`config.mk`:
```
export PLATFORM = sky130hd
export DESIGN_NAME = task_table_priority_scheduler
export DESIGN_NICKNAME = d
export VERILOG_FILES = /design/src/sv/ttps_pkg.sv /design/src/sv/task_table_priority_scheduler.sv /design/src/sv/ttps_ctrl.sv /design/src/sv/ttps_dp.sv
export VERILOG_INCLUDE_DIRS = /design/src /design/src/sv
export SDC_FILE = /design/constraint.sdc
export NUM_CORES = 1
export LEC_CHECK = 0
export BUFFER_PORTS_ARGS = -buffer_cell sky130_fd_sc_hd__buf_2
export CAP_MARGIN = 25
export CORE_ASPECT_RATIO = 1.2
export CORE_MARGIN = 1
export CORE_UTILIZATION = 62
export CTS_BUF_LIST = sky130_fd_sc_hd__clkbuf_8 sky130_fd_sc_hd__clkbuf_16
export CTS_CLUSTER_DIAMETER = 100
export DETAILED_ROUTE_END_ITERATION = 6
export HOLD_SLACK_MARGIN = 0.08
export PLACE_DENSITY = 0.77
export SLEW_MARGIN = 20
export SYNTH_ARGS = -nofsm -noshare
export SYNTH_HDL_FRONTEND = slang
export SYNTH_SLANG_ARGS = --single-unit
```
`constraint.sdc`:
```
create_clock -name clk -period 5.2 [get_ports clk]
set_input_delay 1.3 -clock clk [delete_from_list [all_inputs] [get_ports clk]]
set_output_delay 1.3 -clock clk [all_outputs]
set_load 0.005 [all_outputs]
```
`src/sv/task_table_priority_scheduler_defines.svh`:
```
// assertion macros used by the scheduler datapath rtl
// expects clk and arst_n in the scope where a macro is used
`ifndef TASK_TABLE_PRIORITY_SCHEDULER_DEFINES_SVH
`define TASK_TABLE_PRIORITY_SCHEDULER_DEFINES_SVH

// same-cycle implication, disabled while in reset
`define TTPS_ASSERT_IMPL(label, ante, cons, msg) \
	label: assert property (@(posedge clk) disable iff (!arst_n) (ante) |-> (cons)) \
		else $error(msg);

// next-cycle implication, disabled while in reset
`define TTPS_ASSERT_NEXT(label, ante, cons, msg) \
	label: assert property (@(posedge clk) disable iff (!arst_n) (ante) |=> (cons)) \
		else $error(msg);

`endif

```
`src/sv/ttps_pkg.sv`:
```
// shared types and constants of the task table priority scheduler
// no dependencies
`default_nettype none

package ttps_pkg;

	// operation codes of the input transaction
	typedef enum logic [1:0] {
		OP_CLEAR  = 2'd0,
		OP_INSERT = 2'd1,
		OP_SELECT = 2'd2,
		OP_TICK   = 2'd3
	} op_t;

	localparam int PRIO_W = 14;
	localparam int WAIT_W = 16;
	localparam int MASK_W = 16;
	localparam int ID_W   = 4;

	// slot index widened to cover the largest table
	localparam int SLOT_EXT_W = 7;
	localparam logic [SLOT_EXT_W-1:0] MASK_SLOTS = 7'd16;

	localparam logic [PRIO_W-1:0] CEILING_RESET = 14'd10000;

	// controller to datapath commands
	typedef struct packed {
		logic load;
		logic clear;
		logic walk;
		logic flush;
	} ttps_cmd_t;

	// datapath to controller status
	typedef struct packed {
		logic walk_done;
		logic flush_ok;
	} ttps_sts_t;

endpackage

`default_nettype wire

```
`src/sv/task_table_priority_scheduler.sv`:
```
// task table scheduler: insert, select, tick and clear over MAX_TASKS slots.
// clear takes effect in the accept cycle; insert and select deliver their result
// after the walk; tick results come during the walk, the last one in the flush state.
// one operation at a time; the walk goes one slot per cycle unless a tick expiry
// stalls it, through the single read port of the slot memories; clear needs no walk.
// reset: all slots invalid, ceiling 10000; slot memories need no clearing pass.
`default_nettype none

module task_table_priority_scheduler #(
	parameter int MAX_TASKS = 16
) (
	input  wire logic                        clk,
	input  wire logic                        arst_n,
	input  wire logic                        cfg_wr_en,
	input  wire logic [ttps_pkg::PRIO_W-1:0] cfg_wr_data,
	input  wire logic                        in_valid,
	output logic                             in_ready,
	input  wire logic [1:0]                  op,
	input  wire logic [ttps_pkg::MASK_W-1:0] task_mask,
	input  wire logic [ttps_pkg::PRIO_W-1:0] new_priority,
	input  wire logic [ttps_pkg::WAIT_W-1:0] new_wait_ticks,
	output logic                             out_valid,
	input  wire logic                        out_ready,
	output logic [ttps_pkg::ID_W-1:0]        task_id,
	output logic                             found,
	output logic                             last
);
	import ttps_pkg::*;

	ttps_cmd_t cmd;
	ttps_sts_t sts;
	op_t       op_code;

	assign op_code = op_t'(op);

	// sequencing
	ttps_ctrl u_ctrl (
		.clk      (clk),
		.arst_n   (arst_n),
		.in_valid (in_valid),
		.op       (op_code),
		.in_ready (in_ready),
		.cmd      (cmd),
		.sts      (sts)
	);

	// table and result datapath
	ttps_dp #(
		.MAX_TASKS (MAX_TASKS)
	) u_dp (
		.clk            (clk),
		.arst_n         (arst_n),
		.cmd            (cmd),
		.sts            (sts),
		.cfg_wr_en      (cfg_wr_en),
		.cfg_wr_data    (cfg_wr_data),
		.op             (op_code),
		.task_mask      (task_mask),
		.new_priority   (new_priority),
		.new_wait_ticks (new_wait_ticks),
		.out_valid      (out_valid),
		.out_ready      (out_ready),
		.task_id        (task_id),
		.found          (found),
		.last           (last)
	);

endmodule

`default_nettype wire

```
`src/sv/ttps_ctrl.sv`:
```
// controller state machine of the scheduler: accept, walk the table, deliver
// depends on ttps_pkg
`default_nettype none

module ttps_ctrl (
	input  wire logic             clk,
	input  wire logic             arst_n,
	input  wire logic             in_valid,
	input  wire ttps_pkg::op_t    op,
	output logic                  in_ready,
	output ttps_pkg::ttps_cmd_t   cmd,
	input  wire ttps_pkg::ttps_sts_t sts
);
	import ttps_pkg::*;

	typedef enum logic [2:0] {
		S_IDLE  = 3'b001,
		S_WALK  = 3'b010,
		S_FLUSH = 3'b100
	} state_t;

	state_t state_q, state_d;
	logic   accept;

	// one operation at a time
	assign in_ready = (state_q == S_IDLE);
	assign accept   = in_valid && in_ready;

	// next state
	always_comb begin
		state_d = state_q;
		case (state_q)
			S_IDLE: begin
				if (accept && (op != OP_CLEAR)) state_d = S_WALK;
			end
			S_WALK: begin
				if (sts.walk_done) state_d = S_FLUSH;
			end
			S_FLUSH: begin
				if (sts.flush_ok) state_d = S_IDLE;
			end
			default: state_d = S_IDLE;
		endcase
	end

	always_ff @(posedge clk or negedge arst_n) begin
		if (!arst_n) begin
			state_q <= S_IDLE;
		end else begin
			state_q <= state_d;
		end
	end

	// commands
	always_comb begin
		cmd.load  = accept && (op != OP_CLEAR);
		cmd.clear = accept && (op == OP_CLEAR);
		cmd.walk  = (state_q == S_WALK);
		cmd.flush = (state_q == S_FLUSH);
	end

endmodule

`default_nettype wire

```
`src/sv/ttps_dp.sv`:
```
// datapath of the scheduler: slot memories, valid flags, walk counter,
// selection, tick countdown and the output register; depends on ttps_pkg and the defines header
`default_nettype none

`include "task_table_priority_scheduler_defines.svh"

module ttps_dp #(
	parameter int MAX_TASKS = 16
) (
	input  wire logic                         clk,
	input  wire logic                         arst_n,
	input  wire ttps_pkg::ttps_cmd_t          cmd,
	output ttps_pkg::ttps_sts_t               sts,
	input  wire logic                         cfg_wr_en,
	input  wire logic [ttps_pkg::PRIO_W-1:0]  cfg_wr_data,
	input  wire ttps_pkg::op_t                op,
	input  wire logic [ttps_pkg::MASK_W-1:0]  task_mask,
	input  wire logic [ttps_pkg::PRIO_W-1:0]  new_priority,
	input  wire logic [ttps_pkg::WAIT_W-1:0]  new_wait_ticks,
	output logic                              out_valid,
	input  wire logic                         out_ready,
	output logic [ttps_pkg::ID_W-1:0]         task_id,
	output logic                              found,
	output logic                              last
);
	import ttps_pkg::*;

	localparam int IDX_W = (MAX_TASKS > 1) ? $clog2(MAX_TASKS) : 1;
	localparam int CNT_W = IDX_W + 1;
	localparam logic [CNT_W-1:0] END_CNT = CNT_W'(MAX_TASKS);

	// slot storage
	logic [PRIO_W-1:0] prio_mem [MAX_TASKS];
	logic [WAIT_W-1:0] wait_mem [MAX_TASKS];
	logic [MAX_TASKS-1:0] valid_q;

	// operation context
	op_t               op_q;
	logic [MASK_W-1:0] mask_q;
	logic [PRIO_W-1:0] new_prio_q;
	logic [WAIT_W-1:0] new_wait_q;
	logic [PRIO_W-1:0] ceiling_q;

	// walk: issue counter and evaluation stage
	logic [CNT_W-1:0]  a_q;
	logic              ev_v_s1;
	logic [IDX_W-1:0]  ev_idx_s1;
	logic [PRIO_W-1:0] rd_prio_s1;
	logic [WAIT_W-1:0] rd_wait_s1;

	// running results
	logic [PRIO_W-1:0] best_q;
	logic [ID_W-1:0]   best_id_q;
	logic              any_q;
	logic              hold_v_q;
	logic [ID_W-1:0]   hold_id_q;

	// output register
	logic            out_valid_q;
	logic [ID_W-1:0] out_id_q;
	logic            out_found_q;
	logic            out_last_q;

	logic [SLOT_EXT_W-1:0] ev_ext;
	logic [ID_W-1:0]       ev_id;
	logic                  ev_slot_valid, in_mask, elig;
	logic                  is_tick, is_insert, is_select;
	logic                  tick_dec, expire, out_room, stall, adv, issue;
	logic                  ins_write, sel_win, tick_push, flush_push, push;
	logic                  wait_wr_en;
	logic [WAIT_W-1:0]     wait_wr_data;
	logic [ID_W-1:0]       push_id;
	logic                  push_found, push_last;

	// slot under evaluation
	assign ev_ext        = SLOT_EXT_W'(ev_idx_s1);
	assign ev_id         = ev_ext[ID_W-1:0];
	assign ev_slot_valid = valid_q[ev_idx_s1];
	assign in_mask       = (ev_ext < MASK_SLOTS) && mask_q[ev_ext[ID_W-1:0]];
	assign elig          = ev_slot_valid && in_mask;

	assign is_tick   = (op_q == OP_TICK);
	assign is_insert = (op_q == OP_INSERT);
	assign is_select = (op_q == OP_SELECT);

	// walk control; only a second expiry against a full output stalls it
	assign tick_dec = ev_v_s1 && is_tick && elig && (rd_wait_s1 != '0);
	assign expire   = tick_dec && (rd_wait_s1 == WAIT_W'(1));
	assign out_room = !out_valid_q || out_ready;
	assign stall    = cmd.walk && expire && hold_v_q && !out_room;
	assign adv      = cmd.walk && !stall;
	assign issue    = adv && (a_q < END_CNT);

	// per-slot decisions
	assign ins_write = adv && ev_v_s1 && is_insert && !ev_slot_valid && !any_q;
	assign sel_win   = adv && ev_v_s1 && is_select && elig && (rd_prio_s1 < best_q);

	assign wait_wr_en   = ins_write || (adv && tick_dec);
	assign wait_wr_data = ins_write ? new_wait_q : (rd_wait_s1 - WAIT_W'(1));

	// result pushes into the output register
	assign tick_push  = adv && expire && hold_v_q;
	assign flush_push = cmd.flush && out_room && (!is_tick || hold_v_q);
	assign push       = tick_push || flush_push;

	always_comb begin
		if (tick_push) begin
			push_id    = hold_id_q;
			push_found = 1'b1;
			push_last  = 1'b0;
		end else if (is_tick) begin
			push_id    = hold_id_q;
			push_found = 1'b1;
			push_last  = 1'b1;
		end else begin
			push_id    = best_id_q;
			push_found = any_q;
			push_last  = 1'b1;
		end
	end

	// status
	always_comb begin
		sts.walk_done = (a_q == END_CNT) && !ev_v_s1;
		sts.flush_ok  = out_room || (is_tick && !hold_v_q);
	end

	// memories: registered read at the issue address, write at the evaluated slot
	always_ff @(posedge clk) begin
		if (issue) begin
			rd_prio_s1 <= prio_mem[a_q[IDX_W-1:0]];
		end
		if (ins_write) begin
			prio_mem[ev_idx_s1] <= new_prio_q;
		end
	end

	always_ff @(posedge clk) begin
		if (issue) begin
			rd_wait_s1 <= wait_mem[a_q[IDX_W-1:0]];
		end
		if (wait_wr_en) begin
			wait_mem[ev_idx_s1] <= wait_wr_data;
		end
	end

	// control state
	always_ff @(posedge clk or negedge arst_n) begin
		if (!arst_n) begin
			valid_q     <= '0;
			ceiling_q   <= CEILING_RESET;
			a_q         <= '0;
			ev_v_s1     <= 1'b0;
			any_q       <= 1'b0;
			hold_v_q    <= 1'b0;
			out_valid_q <= 1'b0;
		end else begin
			if (cfg_wr_en) begin
				ceiling_q <= cfg_wr_data;
			end
			if (cmd.clear) begin
				valid_q <= '0;
			end else if (ins_write) begin
				valid_q[ev_idx_s1] <= 1'b1;
			end
			// walk counter and stage valid
			if (cmd.load) begin
				a_q     <= '0;
				ev_v_s1 <= 1'b0;
			end else if (adv) begin
				ev_v_s1 <= issue;
				if (issue) a_q <= a_q + CNT_W'(1);
			end
			// found flag of insert and select
			if (cmd.load) begin
				any_q <= 1'b0;
			end else if (ins_write || sel_win) begin
				any_q <= 1'b1;
			end
			// expired slot held back until its successor or the end is known
			if (cmd.load) begin
				hold_v_q <= 1'b0;
			end else if (adv && expire) begin
				hold_v_q <= 1'b1;
			end else if (flush_push) begin
				hold_v_q <= 1'b0;
			end
			// output register
			if (push) begin
				out_valid_q <= 1'b1;
			end else if (out_ready) begin
				out_valid_q <= 1'b0;
			end
		end
	end

	// payload registers
	always_ff @(posedge clk) begin
		if (cmd.load) begin
			op_q       <= op;
			mask_q     <= task_mask;
			new_prio_q <= new_priority;
			new_wait_q <= new_wait_ticks;
			best_q     <= ceiling_q;
			best_id_q  <= '0;
		end else if (ins_write) begin
			best_id_q <= ev_id;
		end else if (sel_win) begin
			best_q    <= rd_prio_s1;
			best_id_q <= ev_id;
		end
		if (issue) begin
			ev_idx_s1 <= a_q[IDX_W-1:0];
		end
		if (adv && expire) begin
			hold_id_q <= ev_id;
		end
		if (push) begin
			out_id_q    <= push_id;
			out_found_q <= push_found;
			out_last_q  <= push_last;
		end
	end

	assign out_valid = out_valid_q;
	assign task_id   = out_id_q;
	assign found     = out_found_q;
	assign last      = out_last_q;

	// checks
	`TTPS_ASSERT_IMPL(a_push_room, push, out_room, "result pushed into a full output register")
	`TTPS_ASSERT_IMPL(a_hold_tick, hold_v_q, is_tick, "held result outside a tick")
	`TTPS_ASSERT_IMPL(a_ev_behind, ev_v_s1 && cmd.walk, (CNT_W'(ev_idx_s1) + CNT_W'(1)) == a_q,
		"evaluated slot out of step with the issue counter")
	`TTPS_ASSERT_NEXT(a_stall_freeze, stall, ev_v_s1 && $stable(ev_idx_s1),
		"evaluation stage moved during a stall")

endmodule

`default_nettype wire
```
==> summary by stage, run 1 <==
Die
The boundary pin count is 75. The placeable core region is between 0.03 and 0.04 mm^2. The floorplan step defined a die boundary enclosing just over 0.04 mm^2. The initial utilization of the core area, before any placement, comes to 0.633. In this run the core area contains ~80 standard-cell rows. The die span in y is 221 um. In this run the horizontal extent of the chip is 184 um.

Logic synthesis
The portion of netlist area occupied by mux cells is 0.154. The xor/xnor share of the synthesized area is 0.00425. Of the total synthesized cell area, the portion taken by full adders, half adders and majority gates is 0.00911. Of the total synthesized cell area, the portion taken by AND, OR, NAND and NOR gates is 0.0409.

The synthesized-area fraction occupied by ao, oa, aoi and oai cells is 0.0210. Counting every net in the synthesized netlist gives ~1,300. The share of synthesized area in the top cell type comes to 0.712. After synthesis the cells add up to 0.0247 mm^2. The dominant cell type by area after synthesis is edfxtp_1. During synthesis, Yosys emitted a total of 0 warnings.

Of the synthesized area, sequential elements account for 0.758. Counting flops with a built-in enable in the synthesized netlist gives 586. The synthesized design contains approximately 630 register bits.

Sorting the synthesized cells by area gives the leading types as edfxtp_1 (71%), mux4_2 (14%), dfrtp_1 (3.6%). In the synthesized netlist the async set-or-reset flop fraction comes to 0.0665. The average size of a mapped cell is 20.6 um^2. In the synthesized netlist, the number of instances is ~1,200. The largest family of logic cells by synthesized area is multiplexers.

In the synthesized netlist the dominant register cell turns out to be edfxtp_1. Synthesis instantiated 55 different standard cells from the library.

Worst setup path
The number of buffers and inverters on the critical path is 0. Among all stages on the critical path, the largest delay is contributed by a21oi_2. The path type of the worst setup path is register to register. The critical path arrival is 4230 ps.

STA classifies the critical path startpoint as a register. The top fanout value on the critical path is 20. The endpoint type of the worst setup path is a register. The number of logic stages on the critical path including buffering is 5. For the worst flop-to-flop path, the logic depth is 5. The signal on the critical path passes through mux4_2 > a22o_1 > a221oi_1 > nand3_1 > a21oi_2.

At the worst endpoint, the required time is approximately 5500 ps. The gate family responsible for the most delay along the worst path is compound AO/OA/AOI/OAI gates. The largest single stage delay on the critical path is 960 ps.

GRT
The global-route track usage on met1 is 0.395. The met2 track utilization from global routing is 0.411. The global-route wire length before repair is approximately 80,000 um. The global routing met3 resource utilization is 0.0757.

The highest-utilization routing layer at the global route stage is met2. The combined global-route utilization of all metal layers is 0.271. The maximum number of pins on one net before global-route repair is 66. The initial antenna violation count came to 3. The number of global-route vias before repair is 12,416. Global routing finished with a remaining overflow of 0.

STA
On the final layout, the worst hold slack is 467 ps. Dividing the final minimum period by the clock period gives 0.759. Setup repair after global routing left no endpoint under its margin.

Derived from the worst setup path, the maximum achievable clock frequency is roughly 0.25 GHz. Summed over all failing endpoints, the final setup total negative slack is 0 ps. The number of hold-slack violations in the final timing report is 0. The shortest clock period the worst path allows after layout is 3950 ps.

The number of slew-limit violations in the final report is 0. The setup clock skew after layout is 13.1 ps. The actual transition at the worst max-transition pin is 1060 ps. Setup slack closes at between 1000 and 1500 ps. The worst max-slew margin expressed relative to the limit is 0.294.

The final-report setup violation count is 0.

Layout
The library cells used most frequently in the layout, excluding fill and tap cells, are edfxtp_1 (586), mux4_2 (154), buf_2 (74). The number of inserted filler cells in the final layout is roughly 2,200. The antenna diode instance count is 0. At the end of the flow the core is filled with cells to 0.715. The area of combinational cells with multiple inputs is 0.00572 mm^2.

The fraction of final layout cells sized beyond drive strength 1 is 0.308. Leaving out fill and tap cells, the most frequent cell in the layout is edfxtp_1. Relative to the synthesized area, the layout overhead comes to 12.9%. Registers take 0.0187 mm^2. The final layout contains 1,414 nets.

Clocking
Gates resized during post-CTS repair numbered 0. After clock tree synthesis, the clock-pin slew on the worst setup and hold paths is around 70 ps. The clock reaches the later pin of the worst-skew pair after 600 ps. TritonCTS built the clock tree. The total number of H-tree levels is 2. Clock tree synthesis selected as its root buffer the cell clkbuf_16. The clock net in this run drives a total of 632 sinks. Buffers inserted to repair hold after CTS numbered 0. The post-CTS setup-driven buffer insertion count is 0. The maximum clock insertion buffer count is 3. The total CTS buffers is 57.

Route
The count of nets left with antenna violations once routing finished came out at 0. The DRC violation count after routing is 0. The detailed router placed 12,297 vias in this run.

The mean number of vias per cell is 6.46. Summed over all layers, the routed wires come to 52,700 um. The number of optimization iterations in the first detailed-route pass is 7. In the final routed layout, each cell accounts on average for roughly 28 um.

The first-iteration detailed-routing DRC count is 1,338.

Power
The analysis attributes to cell leakage a power of 9.20 nW. The total power density per cell area is 454 mW/mm^2. The fraction of power consumed by the clock network is 0.331. Across the VDD grid, the largest voltage drop is 307 uV.

In this run the power spent charging and discharging nets is around 0.0033 W. The power share of the sequential group is 0.495. Of the total power, the share spent switching nets is 0.258. The share of total power dissipated in combinational logic is 0.174.

The cell internal power dissipation is 0.00940 W.

Placement
Routability-driven placement finished with a final weighted congestion of about 0.83. The HPWL after detailed placement is 31,500 um. Prior to clock tree synthesis, the placed netlist has a worst setup slack of 1130 ps. The number of buffers added on ports is 74.

Worst hold path
The path class of the tightest hold or removal check is register to register. The cell count of the worst hold path is 2.

Flow run
The number of violations of the max-capacitance limit is 0.

Run status
The flow ran to the end, and the final reports show no timing, DRC or antenna violations.
## registers in the layout (all words and copies together), names as in the netlist, 2 cells and up
register / cells
u_dp.new_prio_q: 14
u_ctrl.state_q: 3
u_dp.hold_id_q: 4
u_dp.rd_wait_s1: 16
u_dp.new_wait_q: 16
u_dp.valid_q: 16
u_dp.task_id: 4
u_dp.prio_mem: 224
u_dp.wait_mem: 256
u_dp.best_id_q: 4
u_dp.ev_id: 4
u_dp.op_q: 2
u_dp.best_q: 14
u_dp.rd_prio_s1: 14
u_dp.a_q: 5
u_dp.ceiling_q: 14
u_dp.mask_q: 16
## cell families (layout without fill, tap and decap cells)
logic type | Yosys count | after routing
AND/OR/NAND/NOR | 205 | 205
flip-flops | 632 | 632
XOR/XNOR | 12 | 12
AO/OA/AOI/OAI | 72 | 72
multiplexers | 182 | 182
buffers and inverters | 81 | 256
adder cells (fa/ha/maj) | 18 | 18
## layout make-up
class,count,share of cell area
flip-flops and latches,632,0.672
multi-input cells,489,0.205
clock buffers,59,0.0529
repair buffers,126,0.0293
well taps,526,0.0236
clock inverters,48,0.0144
inverters,23,0.00314
## power groups by stage
stage / clock network [W] / registers [W] / logic, W
2_1_floorplan: 0 / 0.00613 / 0.00163
3_3_place_gp: 0 / 0.00636 / 0.00207
3_5_place_dp: 0 / 0.00637 / 0.00212
4_1_cts: 0.00424 / 0.00627 / 0.00219
5_1_grt: 0.00442 / 0.00630 / 0.00235
6_report: 0.00420 / 0.00626 / 0.00221
## synth_stat cells (2+ instances only)
cell type / n
xnor2_1: 7
dfstp_2: 6
nor3_2: 10
buf_2: 2
nor3_1: 12
and3_1: 2
nor2b_1: 5
mux4_2: 154
buf_6: 2
edfxtp_1: 586
nand3_1: 10
nor4b_1: 3
a31oi_1: 7
or2_2: 3
nor2_1: 58
clkbuf_1: 43
nand2_1: 71
or3_1: 3
mux4_1: 2
nand4_1: 5
a21o_1: 3
dfrtp_1: 36
o31ai_1: 2
mux2i_1: 8
a21oi_1: 22
xor2_1: 5
nand2b_1: 9
ha_1: 18
inv_1: 23
dfxtp_1: 4
o21ai_0: 7
mux2_2: 18
nor4_1: 3
buf_1: 11
nand3b_1: 2
and2_1: 2
a22o_1: 19
nor3b_1: 2
## worst reg2reg max path, stage by stage (launching register included)
cell and delay, ps:
edfxtp_1 920, mux4_2 430, a22o_1 250, a221oi_1 260, nand3_1 800, a21oi_2 970
## per-stage QoR
step	power [W]	std cells	instance area (um^2)
floorplan	0.00777	1202	24700
global placement	0.00843	1793	26000
detailed placement	0.00849	1793	26000
CTS	0.0127	1900	27800
global route	0.0131	1903	27900
finish	0.0127	1903	27900
## path summary, 6_finish.rpt
| check | startpoint | end | slack (ps) |
|---|---|---|---|
| min | u_dp.best_id_q[2] | u_dp.best_id_q[2] | 470 |
| max | u_dp.ev_id[1] | u_dp.wait_mem[10][12] | 1250 |
| min in group asynchronous | arst_n | u_dp.ceiling_q[7] | 580 |
| min reg2reg | u_dp.best_id_q[2] | u_dp.best_id_q[2] | 470 |
| max reg2reg | u_dp.ev_id[1] | u_dp.wait_mem[10][12] | 1250 |
| max in group asynchronous | arst_n | u_ctrl.state_q[0] | 4080 |
## routing by layer
layer / part of all wire / up-vias / wire length (um)
met4: 0.020 / 4 / 1030
li1: - / 5146 / -
met1: 0.40 / 6405 / 21100
met2: 0.47 / 666 / 25000
met5: 0.00049 / - / 26
met3: 0.11 / 76 / 5540
Power figures use the tool's default switching activity.
==> inputs of run 2 (changes only) <==
--- a/config.mk
+++ b/config.mk
@@ -10,12 +10,12 @@
 export CAP_MARGIN = 25
 export CORE_ASPECT_RATIO = 1.2
 export CORE_MARGIN = 1
-export CORE_UTILIZATION = 62
+export CORE_UTILIZATION = 56
 export CTS_BUF_LIST = sky130_fd_sc_hd__clkbuf_8 sky130_fd_sc_hd__clkbuf_16
 export CTS_CLUSTER_DIAMETER = 100
 export DETAILED_ROUTE_END_ITERATION = 6
 export HOLD_SLACK_MARGIN = 0.08
-export PLACE_DENSITY = 0.77
+export PLACE_DENSITY = 0.74
 export SLEW_MARGIN = 20
 export SYNTH_ARGS = -nofsm -noshare
 export SYNTH_HDL_FRONTEND = slang
==> constraint.sdc (replaced) <==
create_clock -name clk -period 3.63 [get_ports clk]
set_input_delay 0.9075 -clock clk [delete_from_list [all_inputs] [get_ports clk]]
set_output_delay 0.9075 -clock clk [all_outputs]
set_load 0.005 [all_outputs]
==> run 2 against run 1 <==
- final cell count increased by 2.2%
- combinational power increased by 49%
- clock power increased by 40%
- design area grew 0.61%
- critical endpoint is now u_dp.prio_mem[15][8]
- largest power group unchanged
==> summary by stage, run 2 (synthesis results as in run 1) <==
Run status
The run finished with clean final reports.

Clocking
The maximum clock insertion buffer count is 3 (unchanged). The clock network latency to the later pin of the worst-skew pair is 640 ps (+40 ps). The total number of H-tree levels is 2 (unchanged). The number of buffers inserted by hold repair at cts is 0 (unchanged). The post-CTS setup-driven buffer insertion count is 0 (unchanged). The tree is rooted in a clkbuf_16.

The CTS tree is done. The clock slew at the register clock pins of the worst setup and hold paths is 60 ps (about the same). The total CTS buffers is 59 (+3.5%).

The quantity of gates resized following cts was 0 (unchanged). The total number of clock tree sinks is 632 (unchanged).

STA
Setup repair after global routing left no endpoint under its margin. The number of slew-limit violations in the final report is 0 (unchanged). The number of hold-slack violations in the final timing report is 0 (unchanged).

The aggregate negative setup slack is 0 ps (unchanged). The maximum achievable frequency came to 0.305 GHz (+20%). The setup clock skew after layout is 37.5 ps (+24.4 ps). The final-report setup violation count is 0 (unchanged).

The post-layout worst setup margin came to 351 ps (-902 ps). The actual transition at the worst max-transition pin came to 1040 ps (-12.9 ps). The part of the cycle the worst path needs is 0.903 (+0.144). The worst max-slew margin expressed relative to the limit was 0.286 (-0.00740).

The shortest clock period the worst path allows after layout is 3280 ps (-668 ps).

GRT
The maximum number of pins on one net before global-route repair is 52 (-21%). The global-route wire length before repair is 77,700 um (-1.1%). The remaining global-route overflow came to 0 (unchanged). The combined global-route utilization of all metal layers is 0.240 (-0.0308). The number of global-route vias before repair is 12,287 (-1.0%). The initial antenna violation count is 1 (-2).

Layout
The area of combinational cells with multiple inputs is 0.00570 mm^2 (-0.39%). The fraction of final layout cells sized beyond drive strength 1 is 0.309 (+0.00149). The area taken by flip-flops and latches came to 0.0187 mm^2 (unchanged). Leaving out fill and tap cells, the most frequent cell in the layout is edfxtp_1. The antenna diode instance count is 0 (unchanged). The number of inserted filler cells in the final layout is 2,786 (+26%). The number of flip-flops under the largest register name is 256 (unchanged). The register name with the most flops is u_dp.wait_mem. Leaving out fill and tap cells, the most frequent cells in the layout are edfxtp_1 (586), mux4_2 (154), buf_2 (74). The synthesis-to-layout area growth is 13.6%. The number of nets in the layout came to 1,431 (+1.2%). The finished layout cell area is 0.0281 mm^2 (+0.61%). The largest registers in the layout are u_dp.wait_mem: 256 flops, u_dp.prio_mem: 224 flops.

Placement
The detailed placement HPWL is 34,400 um (+9.2%). The worst setup slack after placement is 427 ps (-702 ps). The number of buffers added on ports is 74 (unchanged).

The post-place instance area is 0.0262 mm^2 (+1.0%). The global placement routability congestion is 0.872 (+4.7%).

Die
The die span in y is 232 um (+5.2%). The number of core rows was 83 (+5.1%). The die area came to 0.0450 mm^2 (+11%).

The placeable core region is 0.0432 mm^2 (+11%). The die outline width is 194 um (+5.2%). The initial cell density of the core is 0.572 (-0.0609). The boundary pin count is 75 (unchanged).

Power
The largest vdd supply drop is 435 uV (+42%). The fraction of power spent switching nets is 0.260 (+0.00242). The power share of the sequential group is 0.494 (about the same). The total power density per cell area is 647 mW/mm^2 (+43%). The leakage power is 9.28 nW (+0.79%). The cell internal power dissipation is 0.0134 W (+43%). The fraction of power consumed by the clock network is 0.324 (-0.007). The share of total power in combinational logic came to 0.182 (+0.008). The power spent charging and discharging nets is 0.00472 W (+45%).

Worst setup path
The setup path with the least slack is of type register to register. The peak per-stage delay on the critical path is 530 ps (-430 ps). The worst endpoint required time is 3940 ps (-1550 ps). The critical path arrival was 3580 ps (-650 ps). STA classifies the critical path startpoint as a register.

The top fanout value on the critical path is 14 (-30%). Walking the worst path, the cells encountered are mux4_2 > a22o_1 > a221o_1 > nor4_4 > nand3_1 > nor2_1 > buf_4. The worst-path cell with the longest stage delay is mux4_2. The endpoint type of the worst setup path is a register.

Route
The first-iteration detailed-routing DRC count was 1,131 (-15%). The DRC violation count after routing is 0 (unchanged). The number of optimization iterations in the first detailed-route pass came to 7 (unchanged).

The routed via count is 12,099 (-1.6%). The post-detailed-routing wire length came to 51,800 um (-1.7%). The mean number of vias per cell is 6.22 (-3.7%). The average routed wire per standard cell is 26.7 um (-3.8%).

The remaining antenna violation count after routing is 0 (unchanged).

Worst hold path
In this run the worst hold path is classified as primary input to async pin.

Flow run
The number of violations of the max-capacitance limit came to 0 (unchanged).
[run 2: critical path, delay by kind of cell (launching register included)]
family	cells	cell delay, ps
DFF	1	470
AOI/OAI and AO/OA	2	610
muxes	1	530
and+or+nand+nor	3	1110
buffers and inverters	1	240
[run 2: path summary, 6_finish.rpt]
path	from	end	slack [ps]	depth (start not counted)
max	u_dp.ev_id[0]	u_dp.prio_mem[15][8]	350	7
min	arst_n	u_dp.ceiling_q[11]	420	1
max reg2reg	u_dp.ev_id[0]	u_dp.prio_mem[15][8]	350	7
min reg2reg	u_dp.best_id_q[0]	u_dp.best_id_q[0]	460	2
max in group asynchronous	arst_n	u_dp.a_q[1]	2510	1
min in group clk	new_wait_ticks[5]	u_dp.new_wait_q[5]	440	1
[run 2: layout make-up]
type / instances / area share
Sequential cell: 632 / 0.668
Multi-Input combinational cell: 489 / 0.203
Clock buffer: 59 / 0.0526
Timing Repair Buffer: 141 / 0.0356
Tap cell: 552 / 0.0246
Clock inverter: 49 / 0.0136
Inverter: 23 / 0.00312
[run 2: routing by layer]
metal / part of all wire / up-vias / track usage
met3: 0.087 / 82 / 0.0497
met1: 0.40 / 6274 / 0.329
li1: - / 5186 / -
met2: 0.49 / 555 / 0.386
met5: 0.00021 / - / 0
met4: 0.029 / 2 / 0.0870
[run 2: power groups by stage]
stage / Combinational (W) / Sequential (W) / Clock, W
after floorplan: 0.00234 / 0.00879 / 0
after global placement: 0.00324 / 0.00911 / 0
after detailed placement: 0.00331 / 0.00913 / 0
after CTS: 0.00332 / 0.00898 / 0.00600
after global routing: 0.00350 / 0.00902 / 0.00627
final: 0.00330 / 0.00897 / 0.00589
[run 2: per-stage QoR]
step	std cells	utilization	hold slack [ps]	total power [W]
after floorplan	1202	-	421	0.0111
after global routing	1945	0.650	419	0.0188
final	1945	0.650	423	0.0182
after detailed placement	1837	0.607	452	0.0124
after global placement	1836	0.607	446	0.0124
after CTS	1945	0.650	411	0.0183
==> inputs of run 3 (changes only) <==
--- a/config.mk
+++ b/config.mk
@@ -8,14 +8,16 @@
 export LEC_CHECK = 0
 export BUFFER_PORTS_ARGS = -buffer_cell sky130_fd_sc_hd__buf_2
 export CAP_MARGIN = 25
+export CELL_PAD_IN_SITES_DETAIL_PLACEMENT = 0
+export CELL_PAD_IN_SITES_GLOBAL_PLACEMENT = 1
 export CORE_ASPECT_RATIO = 1.2
 export CORE_MARGIN = 1
-export CORE_UTILIZATION = 56
+export CORE_UTILIZATION = 49
 export CTS_BUF_LIST = sky130_fd_sc_hd__clkbuf_8 sky130_fd_sc_hd__clkbuf_16
 export CTS_CLUSTER_DIAMETER = 100
 export DETAILED_ROUTE_END_ITERATION = 6
 export HOLD_SLACK_MARGIN = 0.08
-export PLACE_DENSITY = 0.74
+export PLACE_DENSITY = 0.73
 export SLEW_MARGIN = 20
 export SYNTH_ARGS = -nofsm -noshare
 export SYNTH_HDL_FRONTEND = slang
==> run 3 against run 2 <==
- first-iteration DRC count increased by 1.4%
- worst hold slack lost 150 ps
- clock power up 4.8%
- fmax down 0.47%
- clock-buffer cell count grew 1
- die area is 14% higher
- critical path depth did not move
- global-route usage is 2.9 points lower
- non-clock buffer count increased by 3
- critical path type unchanged
- critical endpoint is now u_dp.wait_mem[12][15]
- largest cell class unchanged
==> summary by stage, run 3 (synthesis results as in run 1) <==
Run status
The flow ran to the end, and the final reports show no timing, DRC or antenna violations.

Route
The mean number of vias per cell is 5.84 (-6.0%). The post-detailed-routing wire length is 53,000 um (+2.3%). The routed length on met1 was 22,000 um (+6.6%). The first-iteration detailed-routing DRC count is 1,147 (+1.4%).

The number of optimization iterations in the first detailed-route pass was 7 (unchanged). The routed wire length on met3 came to 2960 um (-34%). The detailed-routed wire length on met2 is 26,900 um (+6.7%). The top layer reached by signal wires is met4. The DRC violation count after routing came to 0 (unchanged). The remaining antenna violation count after routing is 0 (unchanged). The routed via count came to 11,912 (-1.5%). The average routed wire per standard cell was 26.0 um (-2.4%).

STA
Setup repair after global routing left no endpoint under its margin. The number of hold-slack violations in the final timing report is 0 (unchanged). The actual transition at the worst max-transition pin came to 971 ps (-72.3 ps).

The shortest clock period the worst path allows after layout is 3290 ps (+15.4 ps). The aggregate negative setup slack is 0 ps (unchanged). The final-report setup violation count is 0 (unchanged). The part of the cycle the worst path needs came to 0.907 (+0.00425). The setup clock skew after layout came to 29.5 ps (-7.94 ps). The maximum achievable frequency is 0.304 GHz (-0.47%). The worst max-slew margin expressed relative to the limit is 0.352 (+0.0662). The number of slew-limit violations in the final report is 0 (unchanged).

GRT
The number of global-route vias before repair is 12,051 (-1.9%). The remaining global-route overflow is 0 (unchanged). The maximum number of pins on one net before global-route repair is 75 (+44%). The initial antenna violation count came to 0 (-1).

The global-route wire length before repair is 78,300 um (+0.83%). The combined global-route utilization of all metal layers is 0.212 (-0.0286).

Layout
In the final layout, the registers with the most flip-flops are u_dp.wait_mem: 256 flops, u_dp.prio_mem: 224 flops. The number of flip-flops under the largest register name is 256 (unchanged). The number of nets in the layout is 1,435 (+0.28%). The synthesis-to-layout area growth is 15.0%. The utilization after layout is 0.575 (-0.0749). The filler-free cell count of the finished design is 2,038 (+4.8%). The fraction of final layout cells sized beyond drive strength 1 is 0.311 (+0.00180). The number of inserted filler cells in the final layout is 3,648 (+31%). The antenna diode instance count was 0 (unchanged). The top cell types in the final layout, fill and taps aside, are edfxtp_1 (586), mux4_2 (154), buf_2 (73).

The library cell used most frequently in the layout, excluding fill and tap cells, is edfxtp_1. The register name with the most flops is u_dp.wait_mem.

Worst setup path
The reg2reg setup slack is 340 ps (-20 ps). The worst-case reg-to-reg path depth is 7 (unchanged). The worst endpoint required time is 4100 ps (+160 ps). The top fanout value on the critical path is 36 (+22). The endpoint type of the worst setup path is a register. By startpoint and endpoint, the worst setup path is classified as register to register. The worst setup path endpoint is u_dp.wait_mem[12][15]. The critical path arrival came to 3760 ps (+180 ps). The startpoint class of the critical path is a register. In this run the critical register-to-register path is launched from u_dp.ev_id[0]. The worst register-to-register path ends at u_dp.wait_mem[12][15].

The startpoint of the most critical setup path is u_dp.ev_id[0].

Die
The die area is 0.0514 mm^2 (+14%). The die span in y is 248 um (+6.8%). The die outline width was 207 um (+6.8%). The placeable core region was 0.0494 mm^2 (+14%).

The boundary pin count came to 75 (unchanged). The number of core rows is 89 (+7.2%). The initial cell density of the core came to 0.500 (-0.0722).

Clocking
The clock slew at the register clock pins of the worst setup and hold paths was 60 ps (about the same). The clock network latency to the later pin of the worst-skew pair came to 640 ps (about the same). TritonCTS built the clock tree. The total number of clock tree sinks is 632 (unchanged).

The post-CTS setup-driven buffer insertion count is 0 (unchanged). The maximum clock insertion buffer count was 3 (unchanged). The total number of H-tree levels is 2 (unchanged). The number of buffers inserted by hold repair at cts was 0 (unchanged). The quantity of gates resized following cts is 0 (unchanged). The clock tree root buffer cell is clkbuf_16. The total CTS buffers is 60 (+1.7%).

Power
The total power density per cell area is 647 mW/mm^2 (about the same). The leakage power is 9.39 nW (+1.2%). The largest vdd supply drop is 422 uV (-2.9%).

The total power after layout is 0.0184 W (+1.3%).

Placement
The global placement routability congestion came to 0.787 (-9.7%). The detailed placement HPWL came to 34,700 um (+0.79%). The number of buffers added on ports is 74 (unchanged).

The number of placed instances, taps included is 1,924 (+4.7%).

Worst hold path
The worst hold path class is primary input to async pin.

Flow run
The number of violations of the max-capacitance limit is 0 (unchanged).
==> run 3: area by class of cell <==
| class | count | area [um^2] | share of cell area |
|---|---|---|---|
| Inverter | 23 | 87.6 | 0.00308 |
| Timing Repair Buffer | 144 | 1150 | 0.0404 |
| Multi-Input combinational cell | 489 | 5700 | 0.201 |
| Clock buffer | 60 | 1500 | 0.0528 |
| Tap cell | 637 | 797 | 0.0280 |
| Sequential cell | 632 | 18700 | 0.659 |
| Clock inverter | 53 | 452 | 0.0159 |
==> run 3: how the worst min path moves through the flow <==
stage	to	cells after the start
after floorplan	u_dp.hold_id_q[1]	0
after global placement	u_dp.best_id_q[2]	2
after detailed placement	u_dp.best_id_q[2]	2
after CTS	u_dp.new_wait_q[5]	1
after global routing	u_dp.ceiling_q[5]	1
final	u_dp.ceiling_q[3]	1
==> run 3: metrics by stage <==
step / setup WS (ps) / area, um^2 / hold slack (ps)
global placement: 431 / 26500 / 446
floorplan: 52.7 / 24700 / 421
CTS: 364 / 28400 / 412
global route: 174 / 28400 / 296
detailed placement: 388 / 26500 / 454
finish: 336 / 28400 / 272
==> run 3: where the power goes <==
group / leakage (nW) / switching [W] / total [W] / internal (W)
Clock: 1.01 / 0.00267 / 0.00617 / 0.00350
Combinational: 2.52 / 0.00186 / 0.00344 / 0.00157
Sequential: 5.86 / 0.000285 / 0.00880 / 0.00851
Total: 9.39 / 0.00482 / 0.0184 / 0.0136
==> run 3: layer usage <==
| layer | vias up | global-route usage |
|---|---|---|
| met5 | - | 0 |
| met2 | 351 | 0.360 |
| met3 | 77 | 0.0338 |
| met1 | 6274 | 0.288 |
| met4 | 0 | 0.0564 |
| li1 | 5210 | - |
==> run 3: worst max-delay path: stages (launching register included) <==
cell,delay (ps)
edfxtp_1,610
mux4_2,550
a22o_1,240
a221oi_1,270
nand3_1,210
buf_12,230
a21oi_1,720
buf_4,290
